==> src/rtl/core/ocp_pkg.sv <==
// shared types, constants and helper functions of the orbit camera position core
// no dependencies; used by the channel interfaces and the top level
`default_nettype none

package ocp_pkg;

  localparam int FIELD_W    = 10;
  localparam int DIST_W     = 10;
  localparam int ANGLE_W    = 9;
  localparam int OUT_W      = 19;
  localparam int OUT_FRAC   = 8;
  localparam int CFG_IDX_W  = 1;
  localparam int CFG_DATA_W = 10;
  localparam int ROM_IDX_W  = 7;
  localparam int ROM_LAST   = 90;

  localparam logic [CFG_IDX_W-1:0] CFG_MIN_DISTANCE = 1'b0;
  localparam logic [CFG_IDX_W-1:0] CFG_MAX_DISTANCE = 1'b1;

  localparam logic [DIST_W-1:0] MIN_DISTANCE_RST = 10'd1;
  localparam logic [DIST_W-1:0] MAX_DISTANCE_RST = 10'd500;

  localparam logic [ANGLE_W-1:0] DEG_90  = 9'd90;
  localparam logic [ANGLE_W-1:0] DEG_180 = 9'd180;
  localparam logic [ANGLE_W-1:0] DEG_270 = 9'd270;
  localparam logic [ANGLE_W-1:0] DEG_360 = 9'd360;

  localparam logic [63:0] PI_Q30 = 64'd3373259426;

  typedef enum logic [2:0] {
    ST_IDLE,
    ST_TRIG,
    ST_MUL_RCA,
    ST_MUL_RSA,
    ST_MUL_X,
    ST_MUL_Y,
    ST_DONE
  } ocp_state_e;

  typedef struct packed {
    logic                 neg;
    logic [ROM_IDX_W-1:0] idx;
  } ocp_trig_idx_t;

  // elaboration-time quarter-wave entry: taylor series in q2.30
  function automatic logic [63:0] rom_sin_entry(int unsigned k, int unsigned fb);
    logic [63:0] x;
    logic [63:0] x2;
    logic [63:0] term;
    logic [63:0] sum;
    logic [63:0] half;
    if (k >= ROM_LAST) begin
      return 64'd1 << fb;
    end
    x    = (64'(k) * PI_Q30 + 64'd90) / 64'd180;
    x2   = (x * x) >> 30;
    term = x;
    sum  = x;
    term = ((term * x2) >> 30) / 64'd6;
    sum  = sum - term;
    term = ((term * x2) >> 30) / 64'd20;
    sum  = sum + term;
    term = ((term * x2) >> 30) / 64'd42;
    sum  = sum - term;
    term = ((term * x2) >> 30) / 64'd72;
    sum  = sum + term;
    term = ((term * x2) >> 30) / 64'd110;
    sum  = sum - term;
    term = ((term * x2) >> 30) / 64'd156;
    sum  = sum + term;
    term = ((term * x2) >> 30) / 64'd210;
    sum  = sum - term;
    term = ((term * x2) >> 30) / 64'd272;
    sum  = sum + term;
    term = ((term * x2) >> 30) / 64'd342;
    sum  = sum - term;
    term = ((term * x2) >> 30) / 64'd420;
    sum  = sum + term;
    half = 64'd1 << (29 - fb);
    return (sum + half) >> (30 - fb);
  endfunction

  function automatic logic [ANGLE_W-1:0] wrap_angle(logic [ANGLE_W-1:0] a,
                                                    logic signed [FIELD_W-1:0] d);
    logic signed [ANGLE_W+1:0] s;
    logic signed [ANGLE_W+1:0] r;
    s = signed'({2'b00, a}) + (ANGLE_W+2)'(d);
    if (s < -11'sd360) begin
      r = s + 11'sd720;
    end else if (s < 11'sd0) begin
      r = s + 11'sd360;
    end else if (s >= 11'sd720) begin
      r = s - 11'sd720;
    end else if (s >= 11'sd360) begin
      r = s - 11'sd360;
    end else begin
      r = s;
    end
    return r[ANGLE_W-1:0];
  endfunction

  function automatic logic [ANGLE_W-1:0] cos_angle(logic [ANGLE_W-1:0] a);
    if (a >= DEG_270) begin
      return a - DEG_270;
    end
    return a + DEG_90;
  endfunction

  // quadrant folding of a 0..359 angle onto the quarter-wave table
  function automatic ocp_trig_idx_t trig_index(logic [ANGLE_W-1:0] a);
    ocp_trig_idx_t t;
    logic [ANGLE_W-1:0] k;
    if (a <= DEG_90) begin
      k     = a;
      t.neg = 1'b0;
    end else if (a <= DEG_180) begin
      k     = DEG_180 - a;
      t.neg = 1'b0;
    end else if (a <= DEG_270) begin
      k     = a - DEG_180;
      t.neg = 1'b1;
    end else begin
      k     = DEG_360 - a;
      t.neg = 1'b1;
    end
    t.idx = k[ROM_IDX_W-1:0];
    return t;
  endfunction

endpackage

`default_nettype wire

==> src/rtl/core/ocp_req_if.sv <==
// request channel of the orbit camera position core: three signed deltas
// depends on ocp_pkg
`default_nettype none

interface ocp_req_if;
  import ocp_pkg::*;

  logic                      valid;
  logic                      ready;
  logic signed [FIELD_W-1:0] delta_azimuth;
  logic signed [FIELD_W-1:0] delta_elevation;
  logic signed [FIELD_W-1:0] delta_distance;

  modport source (
    output valid, delta_azimuth, delta_elevation, delta_distance,
    input  ready
  );

  modport sink (
    input  valid, delta_azimuth, delta_elevation, delta_distance,
    output ready
  );
endinterface

`default_nettype wire

==> src/rtl/core/ocp_res_if.sv <==
// result channel of the orbit camera position core: camera position x, y, z
// depends on ocp_pkg
`default_nettype none

interface ocp_res_if;
  import ocp_pkg::*;

  logic                    valid;
  logic                    ready;
  logic signed [OUT_W-1:0] pos_x;
  logic signed [OUT_W-1:0] pos_y;
  logic signed [OUT_W-1:0] pos_z;

  modport source (
    output valid, pos_x, pos_y, pos_z,
    input  ready
  );

  modport sink (
    input  valid, pos_x, pos_y, pos_z,
    output ready
  );
endinterface

`default_nettype wire

==> src/rtl/core/orbit_camera_position_core.sv <==
// orbit camera position core: angle and distance update, table sine and cosine,
// and one shared multiplier that forms the spherical-to-cartesian products
// depends on ocp_pkg, ocp_req_if and ocp_res_if
//
// usage:
//   req_i carries delta_azimuth, delta_elevation and delta_distance; each request
//   updates the two wrapped angles and, when the distance delta is non-zero and
//   the new distance lies strictly between the bounds, the distance.
//   res_o returns one position (x, y, z, 8 fraction bits) for every request.
//   cfg_we_i/cfg_idx_i/cfg_data_i write min_distance (index 0) and max_distance
//   (index 1); write them only while the core is idle, which the core does not enforce.
//   steps: one idle step to take the request, one for the table lookup, four
//   products one after another through the single multiplier and one to load
//   the output register; a new request is taken only once the last step is done.
//   reset clears both angles and the distance, sets the bounds to 1 and 500
//   and empties the output register.
//   when the receiver stalls the result stays in the output register; one more
//   request is taken and worked on, and it waits in its last step until the
//   output register is free.
`default_nettype none

module orbit_camera_position_core #(
  parameter int TRIG_FRAC_BITS = 15
) (
  input  wire logic                             clk_i,
  input  wire logic                             rst_ni,
  input  wire logic                             cfg_we_i,
  input  wire logic [ocp_pkg::CFG_IDX_W-1:0]    cfg_idx_i,
  input  wire logic [ocp_pkg::CFG_DATA_W-1:0]   cfg_data_i,
  ocp_req_if.sink                               req_i,
  ocp_res_if.source                             res_o
);
  import ocp_pkg::*;

  localparam int TW    = TRIG_FRAC_BITS + 1;
  localparam int AW    = DIST_W + TW;
  localparam int PW    = AW + TW;
  localparam int ZSH   = TRIG_FRAC_BITS - OUT_FRAC;
  localparam int XYSH  = 2 * TRIG_FRAC_BITS - OUT_FRAC;
  localparam logic [PW-1:0] Z_HALF  = (PW'(1) << ZSH) >> 1;
  localparam logic [PW-1:0] XY_HALF = (PW'(1) << XYSH) >> 1;

  // quarter-wave sine table
  logic [TW-1:0] sin_rom [0:ROM_LAST];

  for (genvar g = 0; g <= ROM_LAST; g++) begin : g_rom
    assign sin_rom[g] = TW'(rom_sin_entry(g, TRIG_FRAC_BITS));
  end

  ocp_state_e state_q, state_d;

  logic [DIST_W-1:0]  min_q, max_q;
  logic [ANGLE_W-1:0] angle_a_q, angle_b_q;
  logic [DIST_W-1:0]  radius_q;

  logic [TW-1:0] sa_q, ca_q, sb_q, cb_q;
  logic          nsa_q, nca_q, nsb_q, ncb_q;
  logic [PW-1:0] mul_q;
  logic [AW-1:0] pca_q;
  logic signed [OUT_W-1:0] x_q, z_q;

  logic                    out_valid_q;
  logic signed [OUT_W-1:0] out_x_q, out_y_q, out_z_q;

  logic req_take;
  logic out_load;
  logic out_free;

  logic signed [DIST_W+1:0] cand;
  logic                     radius_ok;

  ocp_trig_idx_t ti_sa, ti_ca, ti_sb, ti_cb;

  logic [AW-1:0] mul_a;
  logic [TW-1:0] mul_b;
  logic [PW-1:0] mul_p;
  logic          mul_en;

  logic [PW-1:0]           z_sum, xy_sum;
  logic [OUT_W-1:0]        z_mag, xy_mag;
  logic signed [OUT_W-1:0] z_val, x_val, y_val;

  // control
  always_ff @(posedge clk_i or negedge rst_ni) begin
    if (!rst_ni) begin
      state_q <= ST_IDLE;
    end else begin
      state_q <= state_d;
    end
  end

  assign out_free = !out_valid_q || res_o.ready;

  always_comb begin
    state_d     = state_q;
    req_i.ready = 1'b0;
    out_load    = 1'b0;
    mul_en      = 1'b0;
    case (state_q)
      ST_IDLE: begin
        req_i.ready = 1'b1;
        if (req_i.valid) begin
          state_d = ST_TRIG;
        end
      end
      ST_TRIG: begin
        state_d = ST_MUL_RCA;
      end
      ST_MUL_RCA: begin
        mul_en  = 1'b1;
        state_d = ST_MUL_RSA;
      end
      ST_MUL_RSA: begin
        mul_en  = 1'b1;
        state_d = ST_MUL_X;
      end
      ST_MUL_X: begin
        mul_en  = 1'b1;
        state_d = ST_MUL_Y;
      end
      ST_MUL_Y: begin
        mul_en  = 1'b1;
        state_d = ST_DONE;
      end
      ST_DONE: begin
        if (out_free) begin
          out_load = 1'b1;
          state_d  = ST_IDLE;
        end
      end
      default: begin
        state_d = ST_IDLE;
      end
    endcase
  end

  assign req_take = req_i.valid && req_i.ready;

  // configuration
  always_ff @(posedge clk_i or negedge rst_ni) begin
    if (!rst_ni) begin
      min_q <= MIN_DISTANCE_RST;
      max_q <= MAX_DISTANCE_RST;
    end else if (cfg_we_i) begin
      case (cfg_idx_i)
        CFG_MIN_DISTANCE: min_q <= cfg_data_i;
        CFG_MAX_DISTANCE: max_q <= cfg_data_i;
        default: begin
        end
      endcase
    end
  end

  // camera state update
  assign cand      = signed'({2'b00, radius_q}) + (DIST_W+2)'(req_i.delta_distance);
  assign radius_ok = (req_i.delta_distance != '0)
                     && (cand > signed'({2'b00, min_q}))
                     && (cand < signed'({2'b00, max_q}));

  always_ff @(posedge clk_i or negedge rst_ni) begin
    if (!rst_ni) begin
      angle_a_q <= '0;
      angle_b_q <= '0;
      radius_q  <= '0;
    end else if (req_take) begin
      angle_a_q <= wrap_angle(angle_a_q, req_i.delta_azimuth);
      angle_b_q <= wrap_angle(angle_b_q, req_i.delta_elevation);
      if (radius_ok) begin
        radius_q <= cand[DIST_W-1:0];
      end
    end
  end

  // table lookup
  assign ti_sa = trig_index(angle_a_q);
  assign ti_ca = trig_index(cos_angle(angle_a_q));
  assign ti_sb = trig_index(angle_b_q);
  assign ti_cb = trig_index(cos_angle(angle_b_q));

  always_ff @(posedge clk_i) begin
    if (state_q == ST_TRIG) begin
      sa_q  <= sin_rom[ti_sa.idx];
      ca_q  <= sin_rom[ti_ca.idx];
      sb_q  <= sin_rom[ti_sb.idx];
      cb_q  <= sin_rom[ti_cb.idx];
      nsa_q <= ti_sa.neg;
      nca_q <= ti_ca.neg;
      nsb_q <= ti_sb.neg;
      ncb_q <= ti_cb.neg;
    end
  end

  // shared multiplier
  always_comb begin
    mul_a = pca_q;
    mul_b = '0;
    case (state_q)
      ST_MUL_RCA: begin
        mul_a = AW'(radius_q);
        mul_b = ca_q;
      end
      ST_MUL_RSA: begin
        mul_a = AW'(radius_q);
        mul_b = sa_q;
      end
      ST_MUL_X: mul_b = sb_q;
      ST_MUL_Y: mul_b = cb_q;
      default: begin
      end
    endcase
  end

  assign mul_p = mul_a * mul_b;

  // rounding to nearest, ties away from zero, on the magnitude
  assign z_sum  = mul_q + Z_HALF;
  assign xy_sum = mul_q + XY_HALF;
  assign z_mag  = OUT_W'(z_sum >> ZSH);
  assign xy_mag = OUT_W'(xy_sum >> XYSH);
  assign z_val  = nsa_q ? -signed'(z_mag) : signed'(z_mag);
  assign x_val  = (nca_q ^ nsb_q) ? -signed'(xy_mag) : signed'(xy_mag);
  assign y_val  = (nca_q ^ ncb_q) ? -signed'(xy_mag) : signed'(xy_mag);

  always_ff @(posedge clk_i) begin
    if (mul_en) begin
      mul_q <= mul_p;
    end
    if (state_q == ST_MUL_RSA) begin
      pca_q <= mul_q[AW-1:0];
    end
    if (state_q == ST_MUL_X) begin
      z_q <= z_val;
    end
    if (state_q == ST_MUL_Y) begin
      x_q <= x_val;
    end
  end

  // output register
  always_ff @(posedge clk_i or negedge rst_ni) begin
    if (!rst_ni) begin
      out_valid_q <= 1'b0;
    end else if (out_load) begin
      out_valid_q <= 1'b1;
    end else if (res_o.ready) begin
      out_valid_q <= 1'b0;
    end
  end

  always_ff @(posedge clk_i) begin
    if (out_load) begin
      out_x_q <= x_q;
      out_y_q <= y_val;
      out_z_q <= z_q;
    end
  end

  assign res_o.valid = out_valid_q;
  assign res_o.pos_x = out_x_q;
  assign res_o.pos_y = out_y_q;
  assign res_o.pos_z = out_z_q;

  // checks
  a_angles_wrapped: assert property (@(posedge clk_i) disable iff (!rst_ni)
    angle_a_q < DEG_360 && angle_b_q < DEG_360)
    else $error("angle out of range");

  a_radius_bounded: assert property (@(posedge clk_i) disable iff (!rst_ni)
    (state_q == ST_TRIG && radius_q != $past(radius_q))
      |-> (radius_q > min_q && radius_q < max_q))
    else $error("radius moved outside bounds");

  a_done_waits: assert property (@(posedge clk_i) disable iff (!rst_ni)
    (state_q == ST_DONE && out_valid_q && !res_o.ready) |=> state_q == ST_DONE)
    else $error("result overwrote an undelivered output");

  a_one_in_flight: assert property (@(posedge clk_i) disable iff (!rst_ni)
    req_take |=> !req_i.ready)
    else $error("request taken while busy");

endmodule

`default_nettype wire

==> src/flat_wrapper.sv <==
// flat-port wrapper written by rule: the top's interface ports become plain ports
module orbit_camera_position_core_flat import ocp_pkg::*;
#(
  parameter int TRIG_FRAC_BITS = 15
)
  (clk_i, rst_ni, cfg_we_i, cfg_idx_i, cfg_data_i, req_i_valid, req_i_delta_azimuth, req_i_delta_elevation, req_i_delta_distance, req_i_ready, res_o_valid, res_o_pos_x, res_o_pos_y, res_o_pos_z, res_o_ready);
  ocp_req_if req_i_i ();
  ocp_res_if res_o_i ();
  input  wire logic clk_i;
  input  wire logic rst_ni;
  input  wire logic cfg_we_i;
  input  wire logic [ocp_pkg::CFG_IDX_W-1:0] cfg_idx_i;
  input  wire logic [ocp_pkg::CFG_DATA_W-1:0] cfg_data_i;
  input wire logic [$bits(req_i_i.valid)-1:0] req_i_valid;
  input wire logic [$bits(req_i_i.delta_azimuth)-1:0] req_i_delta_azimuth;
  input wire logic [$bits(req_i_i.delta_elevation)-1:0] req_i_delta_elevation;
  input wire logic [$bits(req_i_i.delta_distance)-1:0] req_i_delta_distance;
  output wire logic [$bits(req_i_i.ready)-1:0] req_i_ready;
  output wire logic [$bits(res_o_i.valid)-1:0] res_o_valid;
  output wire logic [$bits(res_o_i.pos_x)-1:0] res_o_pos_x;
  output wire logic [$bits(res_o_i.pos_y)-1:0] res_o_pos_y;
  output wire logic [$bits(res_o_i.pos_z)-1:0] res_o_pos_z;
  input wire logic [$bits(res_o_i.ready)-1:0] res_o_ready;
  assign req_i_i.valid = req_i_valid;
  assign req_i_i.delta_azimuth = req_i_delta_azimuth;
  assign req_i_i.delta_elevation = req_i_delta_elevation;
  assign req_i_i.delta_distance = req_i_delta_distance;
  assign req_i_ready = req_i_i.ready;
  assign res_o_valid = res_o_i.valid;
  assign res_o_pos_x = res_o_i.pos_x;
  assign res_o_pos_y = res_o_i.pos_y;
  assign res_o_pos_z = res_o_i.pos_z;
  assign res_o_i.ready = res_o_ready;
  orbit_camera_position_core #(.TRIG_FRAC_BITS(TRIG_FRAC_BITS)) u_core (.clk_i(clk_i), .rst_ni(rst_ni), .cfg_we_i(cfg_we_i), .cfg_idx_i(cfg_idx_i), .cfg_data_i(cfg_data_i), .req_i(req_i_i), .res_o(res_o_i));
endmodule
==> config.mk <==
export PLATFORM = sky130hd
export DESIGN_NAME = orbit_camera_position_core_flat
export DESIGN_NICKNAME = d
export VERILOG_FILES = /design/src/rtl/core/ocp_pkg.sv /design/src/rtl/core/ocp_req_if.sv /design/src/rtl/core/ocp_res_if.sv /design/src/rtl/core/orbit_camera_position_core.sv /design/src/flat_wrapper.sv
export SDC_FILE = /design/constraint.sdc
export NUM_CORES = 2
export LEC_CHECK = 0
export BUFFER_PORTS_ARGS = -buffer_cell sky130_fd_sc_hd__clkbuf_2
export CAP_MARGIN = 15
export CORE_UTILIZATION = 55
export DETAILED_ROUTE_END_ITERATION = 7
export PLACE_DENSITY = 0.82
export SYNTH_ARGS = -nofsm -noshare
export SYNTH_HDL_FRONTEND = slang
export SYNTH_SLANG_ARGS = --single-unit
==> constraint.sdc <==
create_clock -name clk_i -period 7.39 [get_ports clk_i]
set_input_delay 0.3695 -clock clk_i [delete_from_list [all_inputs] [get_ports clk_i]]
set_output_delay 0.3695 -clock clk_i [all_outputs]
set_load 0.005 [all_outputs]
# == Yosys cells after proc, flatten, opt, wreduce, memory -nomap -nowiden ==
# Memory sizes are Yosys's and may differ from the RTL's. A register that Yosys moved wholly into a read port is not among the register bits.
# Index checks and enable logic that the tools add are counted.
# classes
mux,44
div,0
eq_ne,8
shift,0
n_reduce_logical,14
n_lt_le_gt_ge,24
n_addsub,31
multipliers,1
n_bitwise,7
# op_table
op,count
2-to-1 mux 9 bit,12
2-to-1 mux 7 bit,12
case mux 16 bit (4 select lines),1
2-to-1 mux 19 bit,3
subtractor 9 bit (second input constant),6
adder 41 x 22 -> 41 bit (second input constant),1
multiplier 26 x 16 -> 41 bit,1
negator 19 bit,2
adder 9 bit (second input constant),4
<= comparator 9 x 7 -> 1 bit (second input constant),4
<= comparator 9 x 8 -> 1 bit (second input constant),4
<= comparator 9 bit (second input constant),4
NOT 7 -> 8 bit,4
subtractor 6 x 7 -> 7 bit (first input constant),4
subtractor 7 x 6 -> 7 bit (second input constant),4
subtractor 7 bit (first input constant),4
adder 26 x 7 -> 26 bit (second input constant),1
2-to-1 mux 26 bit,1
adder 10 x 10 -> 11 bit,2
greater-or-equal comparator 11 x 10 -> 1 bit (second input constant),2
greater-or-equal comparator 11 bit (second input constant),2
< comparator 11 x 1 -> 1 bit (second input constant),2
< comparator 11 x 10 -> 1 bit (second input constant),2
case mux 3 bit (7 select lines),1
23 further kinds,46
# totals
ramBits,0
mem_bits_ro,8192
latchBits,0
word_cells,151
ff_bits,218
memories,4
# mem_list
name,words,width,rd,rd_clocked_by_memory_dff,wr,line_no,rtl
(no name shown),128,16,1,1,0,orbit_camera_position_core.sv:185,cb_q <= sin_rom[ti_cb.idx];
(no name shown),128,16,1,1,0,orbit_camera_position_core.sv:184,sb_q <= sin_rom[ti_sb.idx];
(no name shown),128,16,1,1,0,orbit_camera_position_core.sv:182,sa_q <= sin_rom[ti_sa.idx];
(no name shown),128,16,1,1,0,orbit_camera_position_core.sv:183,ca_q <= sin_rom[ti_ca.idx];

# == Logic depth before layout (Yosys ltp) ==
# logic_depth
depth_word,8
depth_mapped,33

# == Least setup slack after synthesis ==
# No wires, ideal clock.
# synth_timing
path_kind,register -> register
startpoint,register u_core.state_q[0]
endpoint,register u_core.mul_q[39] (data pin)
arrival_time_ns,7.844
path_stages_with_launch,31
required_ns,7.132
setup_slack_ns,-0.712
setup_ns,0.258
synth_period_minus_slack_ns,8.102
cell_sequence,dfrtp_1 clkbuf_1 clkbuf_1 mux2i_1 o22a_1 clkbuf_1 clkbuf_1 nor2_1 fa_1 inv_1 fa_1 fa_1 inv_1 fa_1 fa_1 inv_1 fa_1 inv_1 ha_1 a21o_1 a221o_1 a21oi_1 o21a_1 o21ai_0 nand4_1 a311oi_1 o41a_1 o41ai_1 o21ai_0 a21oi_1 xnor2_1
# synth_between
elab_chain_len,4
word_cells_on_any_way,8
classes_between,mul (1); eq/ne (4); mux (2); reduce/logical (1)
# synth_rtl
element,line_no,rtl
from (decl),orbit_camera_position_core.sv:50,"ocp_state_e state_q, state_d;"
from (signal assigned),orbit_camera_position_core.sv:88,state_q <= state_d;
equality test 3 x 2 -> 1 bit,orbit_camera_position_core.sv:197,case (state_q)
OR reduction 2 bit (no source line),n/a,
2-to-1 mux 26 bit,orbit_camera_position_core.sv:197,
multiplier 26 x 16 -> 41 bit *,orbit_camera_position_core.sv:213,assign mul_p = mul_a * mul_b;
named net u_core.mul_p[39],orbit_camera_position_core.sv:76,logic [PW-1:0] mul_p;
to (signal assigned),orbit_camera_position_core.sv:226,mul_q <= mul_p;
to (decl),orbit_camera_position_core.sv:58,logic [PW-1:0] mul_q;
# Mark *: on every way through the listed nets, which the timed path passes. The rest lies on a longest branch.
# A chain may end at the register's enable or synchronous reset.

# == Worst setup path in the final report ==
# layout_timing
startpoint,register u_core.state_q[0]
endpoint,register u_core.mul_q[37] (data pin)
# Same word-level chain as after synthesis.

==> key figures <==
Status
  • Status: finished with violations
  • Failing checks: negative setup slack

Logic synthesis
  • Most frequent cells after synthesis: 603 x nand2_1, 461 x inv_1, 370 x nor2_1
  • Simple-gate share of the synthesized area: between 10% and 20%
  • Top cells by area, synth: edfxtp_1 19%, fa_1 18%, ha_1 8.8%
  • Top-count cell post-synth: nand2_1
  • Syn_area_per_cell: about 8.6 sq um
  • Yosys top cell area share: approximately a fifth
  • Yosys warns: 0
  • Xor/xnor cell area share of the yosys netlist: 4.49%
  • Post-synthesis mux area share: 2.72%
  • Compound-Gate Fraction of Synth Area: between 10% and 20%
  • Seq/Total Area, Yosys: a little under a quarter
  • Async SR Flop Fraction: a little under a fifth
  • Prevailing post-synth register cell: edfxtp_1
  • Number of synthesized flops with an enable pin: 230
  • Post-synthesis cell type count: 100
  • Post-synth top area cell: edfxtp_1
  • Post-synthesis register bit count: between 200 and 300
  • Post-Synthesis Cells: approximately 4.3k
  • Synth Area in Adders: approximately 27%
  • Largest family of logic cells by synthesized area: adder cells
  • Syn_nets: about 4.9k
  • Syn Std Cell Area: 36400 sq um

Setup path
  • CP required: approximately 7.7 ns
  • Endpoint class of the critical path: flip-flop
  • Critical Path Fanout Max: 11
  • Critical Path AT: 7.93 ns
  • CP endpoint: u_core.mul_q[37]$_DFFE_PP_
  • Slowest CP cell: fa_1
  • Reg-to-Reg End: u_core.mul_q[37]$_DFFE_PP_
  • Largest stage delay on the critical path: between 0.5 and 0.6 ns
  • Worst setup path class: flip-flop to flip-flop
  • Crit path top cell by count: fa_1
  • Reg2reg path depth: 29
  • Crit path launch: u_core.state_q[0]$_DFFE_PN0P_
  • R2r setup slk: -0.23 ns
  • Reg-to-Reg Start: u_core.state_q[0]$_DFFE_PN0P_
  • CP Launch Type: flip-flop

Timing
  • Slew @ Worst Pin: 1.17 ns
  • Fin worst setup slack: -0.234 ns
  • Final hold viol count: 0
  • Final setup violation count: 6
  • Fraction of the cycle the final worst path needs: 103%
  • Slew HR: between 20% and 30%
  • Final slew viol count: 0
  • RSZ-0062 raised after global routing: true
  • Fmax: about 130 MHz
  • Clock Skew: ~0.017 ns
  • Tmin final: ~7.6 ns

Cells and area
  • Area of the multi-input gates: ~26000 sq um
  • Fill count: ~5.2k
  • Area growth, synth to finish: 14.8%
  • Storage cell area: just over 8000 sq um
  • Layout cell share with drive strength beyond 1: between 10% and 20%
  • Nets: 5117
  • Antenna diodes: 0
  • Core Util, Final: a little under two thirds

Clock network
  • CTS tree: yes
  • Worst-path clk slew: around 0.060 ns
  • Cts bufs inserted: 34
  • Sink Count: 282
  • Max clock buf depth: 3
  • Root buf cell: clkbuf_16
  • H-tree lvl count: 2
  • Clk_lat worst skew: ~0.56 ns

Die
  • # IOs: 105
  • FP Rows: 94
  • Die Y: roughly 260 microns
  • Initial Util: between 50% and 60%
  • Die W: 259 microns
  • Die area: just under 70000 sq um
  • Core Footprint: 65600 sq um

Drt
  • WL final: around 110000 microns
  • DR WL/cell: 20.1 microns
  • First-pass DRT Iterations: 6
  • DR iter-0 viols: slightly above 4k
  • Via count: around 34k
  • DR vias/cell: 6.30
  • DRC Markers: 0
  • Routed Antenna Nets: 0

GRT
  • Global route overflow: 0
  • First-pass GRT wire length: about 170000 microns
  • Initial antenna violation count: 0
  • Total Routing Usage GR: between 30% and 40%
  • Vias in the first global route: roughly 33k
  • Pin count of the biggest net entering global routing: 69

Placement
  • Worst slack at placement: -0.423 ns
  • Placer Congestion: about 1.0
  • Post-DP HPWL: between 70000 and 80000 microns
  • PortBufs: 104

Worst hold path
  • Hold Crit Class: input port to flip-flop

Flow run
  • MaxCap Viol Count: 0
==> what timing repair did <==
item / 4_1_cts / 5_1_grt
resized for setup: 122 / 45
endpoints found under the hold margin: 2 / 0
hold buffers: 1 / 0
pin swaps: 104 / 28
endpoints found under the setup margin: 8 / 10
buffers inserted: 47 / 11
cloned: 4 / 0
==> cells by family (layout without fill, tap and decap cells) <==
group	Yosys count	in the layout
AOI/OAI and AO/OA	1035	1035
adders and majority gates	593	593
buffers and inverters	719	968
DFF	282	282
muxes	85	85
xor gates and xnor gates	187	187
and+or+nand+nor	1354	1354
==> registers in the layout (all words and copies together), names as in the netlist, 3 cells and up <==
name                flops
u_core.ca_q            16
u_core.sb_q            16
u_core.res_o.pos_y     19
u_core.max_q           10
u_core.state_q          3
u_core.angle_a_q        9
u_core.res_o.pos_x     19
u_core.res_o.pos_z     19
u_core.radius_q        10
u_core.mul_q           41
u_core.min_q           10
u_core.pca_q           26
u_core.x_q             19
u_core.sa_q            16
u_core.cb_q            16
u_core.z_q             19
u_core.angle_b_q        9
==> cell type report <==
type	count	share of cell area (%)
tap	864	2.58
clock inverter	19	0.449
clock buffer	43	2.14
sequential	282	19.6
timing repair buffer	440	8.04
multi-input combinational	3254	63.0
inverter	466	4.18
==> cell usage in the layout, fill, tap and decap left out, types with 25 or more instances in the layout <==
cell type	count
a31oi_1	63
buf_4	295
nor2_1	362
ha_1	247
xor2_1	68
fa_1	314
a211oi_1	58
inv_1	443
clkbuf_16	34
nor3_1	37
a21o_1	57
a21oi_1	220
and3_1	31
and2_1	34
mux2i_1	31
clkbuf_2	104
o211ai_1	66
nand3_1	101
mux2_2	30
nor2b_1	25
xnor2_1	108
o21ai_0	210
a211o_1	27
nand2_1	583
dfrtp_1	42
edfxtp_1	230
nand2b_1	34
==> per-layer routing <==
layer / GRT usage [%] / share of wire, % / up-vias
li1: - / - / 15200
met1: 40.6 / 38 / 16200
met2: 52.3 / 47 / 2090
met3: 6.64 / 10 / 366
met4: 12.8 / 4.3 / 0
met5: 0 / 0 / -
==> critical path: cells and delay by family (launching register included) <==
family                     cells  cell delay, ns
adders and majority gates      7            3.31
buffers and inverters          9            1.15
and+or+nand+nor                2            0.33
xor gates and xnor gates       1            0.06
muxes                          1            0.11
AOI/OAI and AO/OA              9            1.97
DFF                            1            0.44
==> worst min-delay path by stage <==
| stage | from | cells after the start | slack [ns] | end |
|---|---|---|---|---|
| 2_1_floorplan | rst_ni | 0 | 0.07 | u_core.angle_a_q[0]$_DFFE_PN0P_ |
| 4_1_cts | cfg_data_i[4] | 3 | 0.01 | u_core.min_q[4]$_DFFE_PN0P_ |
| 6_report | cfg_data_i[4] | 3 | 0.03 | u_core.min_q[4]$_DFFE_PN0P_ |
| 3_5_place_dp | u_core.z_q[14]$_DFFE_PN_ | 0 | 0.41 | u_core.res_o.pos_z[14]$_DFFE_PP_ |
| 3_3_place_gp | u_core.x_q[4]$_DFFE_PN_ | 0 | 0.40 | u_core.res_o.pos_x[4]$_DFFE_PP_ |
| 5_1_grt | cfg_data_i[1] | 3 | 0.04 | u_core.min_q[1]$_DFFE_PN0P_ |
==> per-stage QoR <==
stage | TNS, ns | std cells | hold slack [ns] | instance area, sq um
global placement | -0.720 | 5241 | 0.401 | 39600
finish | -0.630 | 5368 | 0.0344 | 41800
floorplan | 0 | 4255 | 0.0739 | 36900
global route | -1.95 | 5368 | 0.0438 | 41800
detailed placement | -2.03 | 5241 | 0.405 | 39600
CTS | -0.103 | 5354 | 0.0131 | 41600
Power is not shown: default switching activity piles up to over one toggle a cycle in this logic, so the estimate is an artifact.
